## config.mk

```make
export PLATFORM = sky130hd
export DESIGN_NAME = skin_pixel_classifier
export DESIGN_NICKNAME = d
export VERILOG_FILES = /design/src/rtl/core/spc_pkg.sv /design/src/rtl/core/spc_datapath.sv /design/src/rtl/core/skin_pixel_classifier.sv
export SDC_FILE = /design/constraint.sdc
export NUM_CORES = 1
export LEC_CHECK = 0
export BUFFER_PORTS_ARGS = -buffer_cell sky130_fd_sc_hd__buf_2
export CAP_MARGIN = 10
export CORE_MARGIN = 8
export CORE_UTILIZATION = 35
export DETAILED_ROUTE_END_ITERATION = 8
export MAX_ROUTING_LAYER = met4
export RECOVER_POWER = 100
export SKIP_CTS_REPAIR_TIMING = 1
export SYNTH_ARGS = -nofsm -noshare
export SYNTH_HDL_FRONTEND = slang
export SYNTH_SLANG_ARGS = --single-unit
```

## constraint.sdc

```tcl
create_clock -name clk -period 8.53 [get_ports clk]
set_input_delay 0.853 -clock clk [delete_from_list [all_inputs] [get_ports clk]]
set_output_delay 0.853 -clock clk [all_outputs]
set_load 0.02 [all_outputs]
```

## src/rtl/core/spc_pkg.sv

```systemverilog
`timescale 1ns / 1ps
// Shared types and constants for the skin pixel classifier.
// No dependencies.
package spc_pkg;

  localparam int unsigned PixW   = 8;
  localparam int unsigned CfgAw  = 3;
  localparam int unsigned InDw   = 24;
  localparam int unsigned OutDw  = 8;

  typedef enum logic [CfgAw-1:0] {
    REG_BLUE_MIN  = 3'd0,
    REG_GREEN_MIN = 3'd1,
    REG_RED_MIN   = 3'd2,
    REG_RG_GAP    = 3'd3,
    REG_HUE_MAX   = 3'd4,
    REG_SAT_MIN   = 3'd5,
    REG_SAT_MAX   = 3'd6
  } spc_reg_idx_t;

  localparam logic [PixW-1:0] BlueMinRst  = 8'd20;
  localparam logic [PixW-1:0] GreenMinRst = 8'd40;
  localparam logic [PixW-1:0] RedMinRst   = 8'd95;
  localparam logic [PixW-1:0] RgGapRst    = 8'd15;
  localparam logic [PixW-1:0] HueMaxRst   = 8'd25;
  localparam logic [PixW-1:0] SatMinRst   = 8'd59;
  localparam logic [PixW-1:0] SatMaxRst   = 8'd173;

  // hue offset for negative hues (half degrees)
  localparam logic signed [9:0] HueWrap = 10'sd179;

  typedef struct packed {
    logic [PixW-1:0] blue_min;
    logic [PixW-1:0] green_min;
    logic [PixW-1:0] red_min;
    logic [PixW-1:0] red_green_gap;
    logic [PixW-1:0] hue_max;
    logic [PixW-1:0] sat_min;
    logic [PixW-1:0] sat_max;
  } spc_cfg_t;

endpackage

```

## src/rtl/core/spc_datapath.sv

```systemverilog
`timescale 1ns / 1ps
// Three-stage classification pipeline: RGB rule, products, compares.
// Depends on spc_pkg.
module spc_datapath (
  input  logic                      clk,
  input  logic                      rst_n,
  input  logic                      adv,
  input  logic                      src_valid,
  input  logic [spc_pkg::PixW-1:0]  blue,
  input  logic [spc_pkg::PixW-1:0]  green,
  input  logic [spc_pkg::PixW-1:0]  red,
  input  spc_pkg::spc_cfg_t         cfg,
  output logic                      res_valid,
  output logic                      is_skin
);

  // Only red as maximum can pass, so hue and saturation use mx = red.

  // stage 1
  logic              v1_r, v1_nxt;
  logic              ok1_r, ok1_nxt;
  logic [7:0]        d1_r, d1_nxt;
  logic signed [8:0] n1_r, n1_nxt;
  logic [7:0]        r1_r;
  logic [7:0]        mn;
  logic [8:0]        rg_diff;

  always_comb begin
    mn      = (green < blue) ? green : blue;
    d1_nxt  = red - mn;
    n1_nxt  = $signed({1'b0, green}) - $signed({1'b0, blue});
    rg_diff = {1'b0, red} - {1'b0, green};
    ok1_nxt = (blue >= cfg.blue_min) && (green >= cfg.green_min) &&
              (red >= cfg.red_min) && (red > green) && (red > blue) &&
              (rg_diff > {1'b0, cfg.red_green_gap});
    v1_nxt  = src_valid;
  end

  // stage 2
  logic               v2_r;
  logic               ok2_r;
  logic signed [15:0] x2_r, x2_nxt;
  logic [17:0]        hp2_r, hp2_nxt;
  logic signed [17:0] hn2_r, hn2_nxt;
  logic [16:0]        y2_r, y2_nxt;
  logic [16:0]        smn2_r, smn2_nxt;
  logic [17:0]        smx2_r, smx2_nxt;
  logic signed [15:0] n_ext;
  logic signed [9:0]  hfac;
  logic signed [17:0] hfac_ext;

  always_comb begin
    n_ext    = {{7{n1_r[8]}}, n1_r};
    x2_nxt   = (n_ext <<< 6) - (n_ext <<< 2) + $signed({8'd0, d1_r});
    hp2_nxt  = 18'({1'b0, cfg.hue_max} + 9'd1) * 18'({d1_r, 1'b0});
    hfac     = $signed({2'b00, cfg.hue_max}) - spc_pkg::HueWrap;
    hfac_ext = {{8{hfac[9]}}, hfac};
    hn2_nxt  = hfac_ext * $signed({9'd0, d1_r, 1'b0});
    y2_nxt   = 17'(d1_r) * 17'd510 + 17'(r1_r);
    smn2_nxt = 17'(cfg.sat_min) * 17'({r1_r, 1'b0});
    smx2_nxt = 18'({1'b0, cfg.sat_max} + 9'd1) * 18'({r1_r, 1'b0});
  end

  // stage 3 (result register)
  logic               v3_r;
  logic               skin3_r, skin3_nxt;
  logic signed [18:0] x_s, hp_s, hn_s;
  logic               hue_ok;

  always_comb begin
    x_s       = {{3{x2_r[15]}}, x2_r};
    hp_s      = {1'b0, hp2_r};
    hn_s      = {hn2_r[17], hn2_r};
    hue_ok    = x2_r[15] ? (x_s < hn_s) : (x_s < hp_s);
    skin3_nxt = ok2_r && hue_ok && (y2_r >= smn2_r) && ({1'b0, y2_r} < smx2_r);
  end

  always_ff @(posedge clk) begin
    if (!rst_n) begin
      v1_r <= 1'b0;
      v2_r <= 1'b0;
      v3_r <= 1'b0;
    end else if (adv) begin
      v1_r <= v1_nxt;
      v2_r <= v1_r;
      v3_r <= v2_r;
    end
  end

  always_ff @(posedge clk) begin
    if (adv) begin
      ok1_r   <= ok1_nxt;
      d1_r    <= d1_nxt;
      n1_r    <= n1_nxt;
      r1_r    <= red;
      ok2_r   <= ok1_r;
      x2_r    <= x2_nxt;
      hp2_r   <= hp2_nxt;
      hn2_r   <= hn2_nxt;
      y2_r    <= y2_nxt;
      smn2_r  <= smn2_nxt;
      smx2_r  <= smx2_nxt;
      skin3_r <= skin3_nxt;
    end
  end

  assign res_valid = v3_r;
  assign is_skin   = skin3_r;

endmodule

```

## src/rtl/core/skin_pixel_classifier.sv

```systemverilog
`timescale 1ns / 1ps
// Skin pixel classifier top: config registers, input skid, output handshake.
// Depends on spc_pkg and spc_datapath.
//
//  port group | dir | width | contents
//  in_*       | in  | 24    | word: blue, green, red
//  out_*      | out | 8     | word: is_skin
//  cfg_*      | in  | 3 + 8 | register write, no read-back
//
// out_tvalid comes from the last of three register stages, the first loaded when the
// word enters the pipeline; one word per cycle sustained while out_tready is high,
// through the three-stage pipeline in spc_datapath.
// Reset clears valid bits and loads register defaults.
// A stall on out_tready freezes the pipeline; one input word parks in the
// skid register, so in_tready is a registered signal.
module skin_pixel_classifier (
  input  logic                        clk,
  input  logic                        rst_n,
  input  logic                        in_tvalid,
  output logic                        in_tready,
  input  logic [spc_pkg::InDw-1:0]    in_tdata,   // [7:0] blue, [15:8] green, [23:16] red
  output logic                        out_tvalid,
  input  logic                        out_tready,
  output logic [spc_pkg::OutDw-1:0]   out_tdata,  // [0] is_skin, rest zero
  input  logic                        cfg_wr_en,
  input  logic [spc_pkg::CfgAw-1:0]   cfg_addr,
  input  logic [spc_pkg::PixW-1:0]    cfg_wdata
);

  spc_pkg::spc_cfg_t cfg_r, cfg_nxt;

  always_comb begin
    cfg_nxt = cfg_r;
    if (cfg_wr_en) begin
      unique case (cfg_addr)
        spc_pkg::REG_BLUE_MIN:  cfg_nxt.blue_min      = cfg_wdata;
        spc_pkg::REG_GREEN_MIN: cfg_nxt.green_min     = cfg_wdata;
        spc_pkg::REG_RED_MIN:   cfg_nxt.red_min       = cfg_wdata;
        spc_pkg::REG_RG_GAP:    cfg_nxt.red_green_gap = cfg_wdata;
        spc_pkg::REG_HUE_MAX:   cfg_nxt.hue_max       = cfg_wdata;
        spc_pkg::REG_SAT_MIN:   cfg_nxt.sat_min       = cfg_wdata;
        spc_pkg::REG_SAT_MAX:   cfg_nxt.sat_max       = cfg_wdata;
        default:                cfg_nxt               = cfg_r;
      endcase
    end
  end

  always_ff @(posedge clk) begin
    if (!rst_n) begin
      cfg_r.blue_min      <= spc_pkg::BlueMinRst;
      cfg_r.green_min     <= spc_pkg::GreenMinRst;
      cfg_r.red_min       <= spc_pkg::RedMinRst;
      cfg_r.red_green_gap <= spc_pkg::RgGapRst;
      cfg_r.hue_max       <= spc_pkg::HueMaxRst;
      cfg_r.sat_min       <= spc_pkg::SatMinRst;
      cfg_r.sat_max       <= spc_pkg::SatMaxRst;
    end else begin
      cfg_r <= cfg_nxt;
    end
  end

  // input skid
  logic                       skid_vld_r, skid_vld_nxt;
  logic [spc_pkg::InDw-1:0]   skid_data_r;
  logic                       adv;
  logic                       src_valid;
  logic [spc_pkg::InDw-1:0]   src_data;
  logic                       res_valid;
  logic                       is_skin;

  assign adv       = !res_valid || out_tready;
  assign in_tready = !skid_vld_r;
  assign src_valid = skid_vld_r || in_tvalid;
  assign src_data  = skid_vld_r ? skid_data_r : in_tdata;

  always_comb begin
    skid_vld_nxt = skid_vld_r;
    if (adv) begin
      skid_vld_nxt = 1'b0;
    end else if (in_tvalid && in_tready) begin
      skid_vld_nxt = 1'b1;
    end
  end

  always_ff @(posedge clk) begin
    if (!rst_n) begin
      skid_vld_r <= 1'b0;
    end else begin
      skid_vld_r <= skid_vld_nxt;
    end
  end

  always_ff @(posedge clk) begin
    if (!adv && in_tvalid && in_tready) begin
      skid_data_r <= in_tdata;
    end
  end

  spc_datapath u_datapath (
    .clk       (clk),
    .rst_n     (rst_n),
    .adv       (adv),
    .src_valid (src_valid),
    .blue      (src_data[7:0]),
    .green     (src_data[15:8]),
    .red       (src_data[23:16]),
    .cfg       (cfg_r),
    .res_valid (res_valid),
    .is_skin   (is_skin)
  );

  assign out_tvalid = res_valid;
  assign out_tdata  = {7'd0, is_skin};

endmodule

```

; ---- Word-level counts from Yosys, hierarchy flattened
; Index checks and enable logic that the tools add are counted.
; W data, S select, Z words.
[totals]
regBits = 212
latchBits = 0
ramBits = 0
mem_bits_ro = 0
inputBits = 40
out_inout_bits = 10
word_cells = 84
mem_count = 0
[op_classes]
add_sub_neg = 9
mul = 5
div = 0
magnitude_cmp = 11
eq_ne = 6
shifts = 0
muxes = 3
bitwise = 1
reduce_logical = 25
[ops]
columns = cell, n
row1 = $mul A18 B8 Y17, 2
row2 = $ge A8 B8 Y1, 3
row3 = $mux W24, 1
row4 = $lt A16 B19 Y1, 1
row5 = $add A8 B1 Y9 const B, 2
row6 = $lt A16 B18 Y1, 1
row7 = $lt A17 B18 Y1, 1
row8 = $sub A8 B8 Y9, 2
row9 = $add A17 B8 Y17, 1
row10 = $ge A17 B17 Y1, 1
row11 = $mul A9 B9 Y17, 1
row12 = $add A16 B9 Y16, 1
row13 = $gt A8 B8 Y1, 2
row14 = $mul A8 B8 Y16, 1
row15 = $mul A8 B8 Y16 const B, 1
row16 = $sub A15 B11 Y16, 1
row17 = $reduce_and A2 Y1, 7
row18 = $logic_and A1 B1 Y1, 11
row19 = $eq A3 B3 Y1 const B, 3
row20 = $gt A9 B8 Y1, 1
row21 = $sub A8 B8 Y9 const B, 1
row22 = $lt A8 B8 Y1, 1
row23 = $mux W8, 1
row24 = $sub A8 B8 Y8, 1
row25 = 8 further kinds, 12

; ---- Longest topological paths before layout
; Gate-level depths: netlist (run 1).
[logic_depth]
word_depth = 7
depth_mapped = 22
depth_no_buf = 22

; ---- By module
; A second synthesis (run 1) with hierarchy kept.
[unflattened]
hier_cells = 2381
hier_area_um2 = 23133.4
[by_module_without_submodules]
columns = mod, instances, cells_per_inst, area_each_um2, seq_area_each_um2
row1 = spc_datapath, 1, 2103, 19794.0, 3813.7
row2 = skin_pixel_classifier, 1, 278, 3339.5, 1861.8

; ---- Worst setup path before layout (run 1)
; Ideal clock, no wire load.
[synth_path]
path_kind = input-to-reg
from = input out_tready
to = register skid_data_r[0] in the netlist's numbering (enable)
setup_ns = 0.747
arrival_ns = 6.293
t_required_ns = 7.783
slack_ns = 1.491
cell_stages = 3
n_path_buf = 1
cell_sequence = nand2b_1 -> clkbuf_1 -> nor3b_1
[synth_via]
elab_chain_len = 4
[synth_rtl]
columns = item, line
row1 = start: declaration, skin_pixel_classifier.sv:23  ; input logic out_tready,
row2 = $logic_or A1 B1 Y1, skin_pixel_classifier.sv:71  ; assign adv = !res_valid || out_tready;
row3 = net adv, skin_pixel_classifier.sv:65  ; logic adv;
row4 = $logic_not A1 Y1, skin_pixel_classifier.sv:94  ; if (!adv && in_tvalid && in_tready) begin
row5 = $logic_and A1 B1 Y1 (2 in a row), skin_pixel_classifier.sv:94
row6 = end signal: assignment, skin_pixel_classifier.sv:95  ; skid_data_r <= in_tdata;
row7 = end: declaration, skin_pixel_classifier.sv:64  ; logic [spc_pkg::InDw-1:0] skid_data_r;
; The timed path passes the listed nets, and every way through them passes these cells.
; A chain may end at the register's enable or synchronous reset.

; ---- Worst setup path after layout (run 1)
[layout_path]
from = register skid_vld_r
to = register u_datapath.d1_r[7] (data pin)
[layout_via]
elab_chain_len = 4
[layout_rtl]
columns = item, line
row1 = start: declaration, skin_pixel_classifier.sv:63  ; logic skid_vld_r, skid_vld_nxt;
row2 = start signal: assignment, skin_pixel_classifier.sv:89  ; skid_vld_r <= skid_vld_nxt;
row3 = $mux W24 *, skin_pixel_classifier.sv:74  ; assign src_data = skid_vld_r ? skid_data_r : in_tdata;
row4 = $lt A8 B8 Y1, spc_datapath.sv:29  ; mn = (green < blue) ? green : blue;
row5 = $mux W8, spc_datapath.sv:29
row6 = $sub A8 B8 Y8 *, spc_datapath.sv:30  ; d1_nxt = red - mn;
row7 = net u_datapath.d1_nxt[7], spc_datapath.sv:22  ; logic [7:0] d1_r, d1_nxt;
row8 = end signal: assignment, spc_datapath.sv:93  ; d1_r <= d1_nxt;
row9 = end: declaration, spc_datapath.sv:22
; Mark *: on every way through the listed nets, which the timed path passes. The rest lies on a longest branch.

==> impl_metrics.toml, run 1 <==
[run_status]
status = "finished with violations"
violations = "max-capacitance violations, max-slew violations"

[die]
io_pins = 50
die_h_um = 271
core_um2 = 64300
die_w_um = 271
start_util = 0.353
rows = 93
dieArea_um2 = 73400

[critical_path]
cp.arrival_ns = 6.97
start_kind = "flop"
cpPeakStageDelay_ns = 1.14
r2r_end = "u_datapath.d1_r[7]"
crit_path_max_fanout = 27
crit_path_end = "u_datapath.d1_r[7]"
reg2reg_depth = 22
endpoint_kind = "flop"
critical_path_depth = 22
path_cells = "clkbuf_1 > mux2i_1 > clkbuf_1 > inv_1 > ha_1 > nor2b_1 > o21ai_0 > a21boi_0 > o21ai_0 > a211oi_1 > or2_2 > a21oi_1 > mux2i_1 > ha_1 > nor2b_1 > o21ai_0 > nand2b_1 > a21o_1 > a21oi_1 > o21ai_0 > xor2_1 > xnor2_1"
crit_required_ns = 8.81
cpMostUsedCell = "o21ai_0"
rr_startpoint = "skid_vld_r"
worst_path_max_delay_cell = "clkbuf_1"
cp_top_family = "compound AO/OA/AOI/OAI gates"
worstSetupStartpoint = "skid_vld_r"
critical_path_buf_inv_count = 3
crit_type = "flop to flop"
r2r_slack_ns = 1.84

[routing]
first_pass_iters = 5
ant_nets = 0
wire_per_inst_um = 15.9
wl_mm = 52.1
via_count = 15800
drt_iter0_drc = 724
avgViaCountPerCell = 4.82
post-route-drc-count = 0

[clocking]
h-tree-depth = 1
tritoncts = "yes"
clk_pin_slew_ns = 0.06
cts_sinks = 209
cts_buffer_depth = 3
cts_root_buf = "clkbuf_16"
cts_buffers = 24
clk_latency_ns = 0.54

[grt]
track_usage = 0.146
grt.overflow.total = 0
grt_pass1_vias = 16800
grt_pass1_wl_mm = 86.0
grt_antenna_before_repair = 2
grt_max_degree = 68

[timing]
min_period_ns = 6.69
fin_hold_ws_ns = 0.421
relSlewSlack = -1.44
setup_tns_ns = 0
fmax_ghz = 0.149
fin_crit_sh = 0.784
hold_violations = 0
worst_pin_slew_ns = 3.66
rsz0062_at_grt = "false"
clock-skew-final_ns = 0.00888
slew_viol_final = 224
setup_viol = 0

[finish]
nFillCells = 6365
stdcell_count = 3267
final_nets = 2982
post-route-util = 0.383
area_growth_pct = 8.48
drive_gt1_frac = 0.0378

[placed_design]
gp_congestion = 0.860
hpwl_mm = 42.6
place_inst = 3221
io_buffers = 42

[synthesis]
ys.flop_type = "edfxtp_1"
ys_types = 69
netlist.area_leader.share = 0.197
syn_area_per_cell_um2 = 9.64
postSynthCellCount = 2359
ys_ff_latch = 209
async_flop_share = 0
yosysTopAreaCell = "edfxtp_1"
syn-cell-area_um2 = 22700
synth_edf_count = 149
synthTopCellsByArea = "edfxtp_1 20%, fa_1 19%, ha_1 19%"
synth_seq_area_share = 0.250
yosys_warnings = 0

[min_path]
hp-class = "flop to flop"

[run]
drv_cap = 4
[layout by cell type (no fill, tap or decap), types with 21 or more instances in the layout]
cell type,Yosys,layout
nand2b_1,39,39
o21ai_0,53,55
o21a_1,23,23
nor2_1,97,97
nand2_1,224,224
nor2b_1,52,52
and2_1,112,98
fa_1,213,213
xnor2_1,89,89
inv_1,441,441
dfxtp_1,60,60
edfxtp_1,149,149
a21oi_1,77,80
nand3_1,38,38
clkbuf_16,0,26
buf_2,0,21
ha_1,337,337
a21boi_0,35,35
clkbuf_1,40,31
xor2_1,40,40
a21o_1,41,41
[metal layers]
metal | wire (µm) | track usage | vias to the layer above
met2 | 24700 | 0.245 | 252
met1 | 24100 | 0.184 | 7650
met4 | 1630 | 0.0500 | 0
li1 | - | - | 7770
met3 | 1660 | 0.0145 | 89
met5 | 0 | - | -
[layout make-up]
class | count | area (µm²) | share of cell area
Timing Repair Buffer | 50 | 221 | 0.00898
Multi-Input combinational cell | 1661 | 15200 | 0.615
Antenna cell | 2 | 5.00 | 0.000203
Clock buffer | 33 | 707 | 0.0287
Sequential cell | 209 | 5680 | 0.230
Tap cell | 855 | 1070 | 0.0434
Inverter | 446 | 1670 | 0.0679
Clock inverter | 11 | 144 | 0.00583
[per-stage QoR]
step	cell area [µm²]	worst slack, ns
4_1_cts	24800	2.66
6_report	24700	1.84
2_1_floorplan	22800	1.49
3_5_place_dp	23900	2.67
5_1_grt	24700	1.28
3_3_place_gp	23900	2.70
[how the worst min path moves through the flow]
stage / start / end / slack, ns / cells past startpoint
floorplan: u_datapath.ok1_r / u_datapath.ok2_r / 0.40 / 0
global placement: u_datapath.ok1_r / u_datapath.ok2_r / 0.40 / 0
detailed placement: u_datapath.ok1_r / u_datapath.ok2_r / 0.41 / 0
CTS: u_datapath.ok1_r / u_datapath.ok2_r / 0.42 / 0
global route: u_datapath.ok1_r / u_datapath.ok2_r / 0.43 / 0
finish: u_datapath.ok1_r / u_datapath.ok2_r / 0.42 / 0
[cell usage after synthesis (3+ instances only)]
cell type / number
inv_1: 441
ha_1: 337
nand2_1: 224
fa_1: 213
edfxtp_1: 149
and2_1: 112
nor2_1: 97
xnor2_1: 89
a21oi_1: 77
dfxtp_1: 60
o21ai_0: 53
nor2b_1: 52
a21o_1: 41
clkbuf_1: 40
xor2_1: 40
nand2b_1: 39
nand3_1: 38
a21boi_0: 35
o21a_1: 23
o211ai_1: 19
mux2_2: 18
nor3_1: 17
mux2i_1: 15
a211oi_1: 10
nand4_1: 10
buf_4: 8
o21bai_1: 8
a2111oi_0: 7
and3_1: 7
a31o_2: 5
clkinv_1: 5
o22ai_1: 4
o31ai_1: 4
or2_2: 4
or3_1: 4
a211o_1: 3
a21oi_2: 3
a31oi_1: 3
nor4_1: 3
o41ai_1: 3
[cells by family after synthesis]
family | share of synthesized area
AO/OA/AOI/OAI | 0.0963
XOR/XNOR | 0.0497
adder cells (fa/ha/maj) | 0.373
buffers and inverters | 0.0830
flip-flops | 0.250
multiplexers | 0.0155
other | 0.000165
AND/OR/NAND/NOR | 0.133
[flip-flops by register name, summed over array words and instances (netlist names), 9 cells and up]
signal,cells
cfg_r,56
skid_data_r,24
u_datapath.hp2_r,17
u_datapath.smx2_r,17
u_datapath.y2_r,17
u_datapath.smn2_r,16
u_datapath.hn2_r,15
u_datapath.x2_r,15
u_datapath.n1_r,9
Power of run 1 is left out: the tool's default activity adds up to more than one toggle a clock period on the data nets, which glitch-free logic cannot reach.
==> run 2, diff against run 1 <==
Settings changed: ABC_AREA set to 1.
Clock period 8.53 ns to 7 ns, I/O delays scaled along.
==> run 2 against run 1 <==
Compared with the run above: the run still ends with max-capacitance violations, max-slew violations left; routed wire length is 2.9% higher; die area is 2.8% higher; maximum frequency is 15% higher; critical endpoint is now u_datapath.d1_r[6].
==> impl_metrics.toml, run 2 <==
[routing]
wire_per_inst_um = 14.3
wl_mm = 53.6
ant_nets = 0
post-route-drc-count = 0
drt_iter0_drc = 843
first_pass_iters = 5
via_count = 17500
avgViaCountPerCell = 4.67

[grt]
grt_max_degree = 70
grt_pass1_vias = 17300
grt.overflow.total = 0
grt_pass1_wl_mm = 88.4
track_usage = 0.147
grt_antenna_before_repair = 1

[timing]
hold_violations = 0
slew_viol_final = 190
min_period_ns = 5.81
clock-skew-final_ns = 0.0231
setup_tns_ns = 0
fin_crit_sh = 0.830
setup_viol = 0
worst_pin_slew_ns = 2.79
fmax_ghz = 0.172
rsz0062_at_grt = "false"
relSlewSlack = -0.871

[min_path]
whs_endpoint = "skid_data_r[11]"
hp-class = "input port to flop"
holdPathStages = 1
hp-start = "in_tdata[11]"

[critical_path]
crit_path_max_fanout = 26
start_kind = "flop"
r2r_end = "u_datapath.d1_r[6]"
worst_path_max_delay_cell = "clkbuf_1"
cpMostUsedCell = "o21ai_0"
reg2reg_depth = 19
r2r_slack_ns = 1.19
cp.arrival_ns = 6.19
crit_required_ns = 7.38
crit_type = "flop to flop"
endpoint_kind = "flop"
path_cells = "clkbuf_1 > inv_1 > or2_2 > o21ai_0 > inv_1 > ha_1 > a21oi_1 > o21ai_0 > nand3_1 > nand3_1 > nand2_1 > o21ai_0 > ha_1 > fa_1 > o21ai_0 > nand2_1 > a21oi_1 > nor2_1 > xnor2_1"
cpPeakStageDelay_ns = 0.82
rr_startpoint = "skid_vld_r"

[finish]
final_nets = 3447
area_growth_pct = 9.05
fin_area_um2 = 25500
final_common_cell = "inv_1"
nFillCells = 6790
reg.largest.list = "cfg_r (56), skid_data_r (24)"
num_antenna_cells = 0
post-route-util = 0.383
drive_gt1_frac = 0.0424
regMostFlops = "cfg_r"
largest_reg_flops = 56
layout.cells.most_common_list = "656 x inv_1, 509 x nand2_1, 337 x ha_1"

[synthesis]
postSynthCellCount = 2819
synth_commonest_cells = "654 x inv_1, 506 x nand2_1, 337 x ha_1"
synthTopCellsByArea = "edfxtp_1 19%, fa_1 18%, ha_1 18%"
synth_edf_count = 149
netlist.area_leader.share = 0.191
synth.most_common_cell = "inv_1"
ys_ff_latch = 209
ys.flop_type = "edfxtp_1"
synth_seq_area_share = 0.242
yosysTopAreaCell = "edfxtp_1"
yosys_warnings = 0
ys_types = 54
syn-cell-area_um2 = 23400
async_flop_share = 0
syn_area_per_cell_um2 = 8.31

[clocking]
clk_pin_slew_ns = 0.06
cts_root_buf = "clkbuf_16"
cts_sinks = 209
clk_latency_ns = 0.58
h-tree-depth = 1
tritoncts = "yes"
cts_buffer_depth = 3
cts_buffers = 28

[placed_design]
gp_congestion = 0.860
hpwl_mm = 42.5
placed_cell_area_um2 = 24600
io_buffers = 42

[die]
die_w_um = 275
die_h_um = 275
io_pins = 50
rows = 95
core_um2 = 66700
start_util = 0.351
dieArea_um2 = 75400

[run]
drv_cap = 3

[run_status]
status = "finished with violations"
violations = "max-capacitance violations, max-slew violations"
run 2: cell types whose count changed after synthesis, moves of 22 or more:
cell      before  now
a21o_1        41   14
and2_1       112    3
nor2b_1       52    0
nor2_1        97  239
nand3_1       38   68
o21ai_0       53   98
nand2_1      224  506
inv_1        441  654
xnor2_1       89   37
a21boi_0      35    4
xor2_1        40   62
a21oi_1       77  150
nand2b_1      39    0
run 2: kinds of logic (layout without fill, tap and decap cells):
kind of cell / count (synthesis) / in the layout / synth area share
AND/OR/NAND/NOR: 920 / 920 / 0.165
buffers and inverters: 719 / 773 / 0.117
adder cells (fa/ha/maj): 550 / 550 / 0.362
AO/OA/AOI/OAI: 319 / 319 / 0.0751
flip-flops: 209 / 209 / 0.242
XOR/XNOR: 101 / 101 / 0.0384
other: 1 / 7 / 0.000160
run 2: per-stage QoR:
step                      setup slack [ns]  cells  hold WS, ns
after floorplan                       1.92   2825        0.400
after detailed placement              1.35   3700        0.421
after global routing                 0.669   3752        0.282
after CTS                             1.34   3752        0.265
final                                 1.19   3752        0.303
after global placement                1.46   3700        0.407
run 2: worst max-delay path by stage:
stage          startpoint              endpoint  slack, ns  depth (start not counted)
2_1_floorplan  out_tready        skid_data_r[0]       1.92                          3
4_1_cts         cfg_r[16]  u_datapath.hn2_r[16]       1.34                         24
3_5_place_dp    cfg_r[16]  u_datapath.hn2_r[16]       1.35                         24
3_3_place_gp    cfg_r[16]  u_datapath.hn2_r[16]       1.46                         24
6_report       skid_vld_r    u_datapath.d1_r[6]       1.19                         19
5_1_grt        skid_vld_r    u_datapath.d1_r[6]       0.67                         19
run 2: per-layer routing:
layer  global-route usage  vias to the layer above  wire length [µm]
met5                    -                        -                 0
met4               0.0338                        0              1070
met3               0.0148                       73              2130
met2                0.249                      339             25900
met1                0.190                     8235             24500
li1                     -                     8874                 -
run 2: area by class of cell:
type,instances,area (µm²),area share
clock buffer,34,808,0.0317
clock inverter,18,238,0.00931
inverter,668,2510,0.0983
multi-input combinational,1897,15000,0.586
sequential,209,5680,0.222
tap,873,1090,0.0428
timing repair buffer,53,251,0.00985
run 2: worst max-delay path: cells and delay by family (launching register included):
kind,cells,cell delay [ns]
compound gates,6,1.02
xor+xnor,1,0.26
fa+ha+maj,3,1.05
buf+inv,3,1.67
flops,1,0.30
simple gates,6,1.27
Power of run 2 is left out for the same reason.
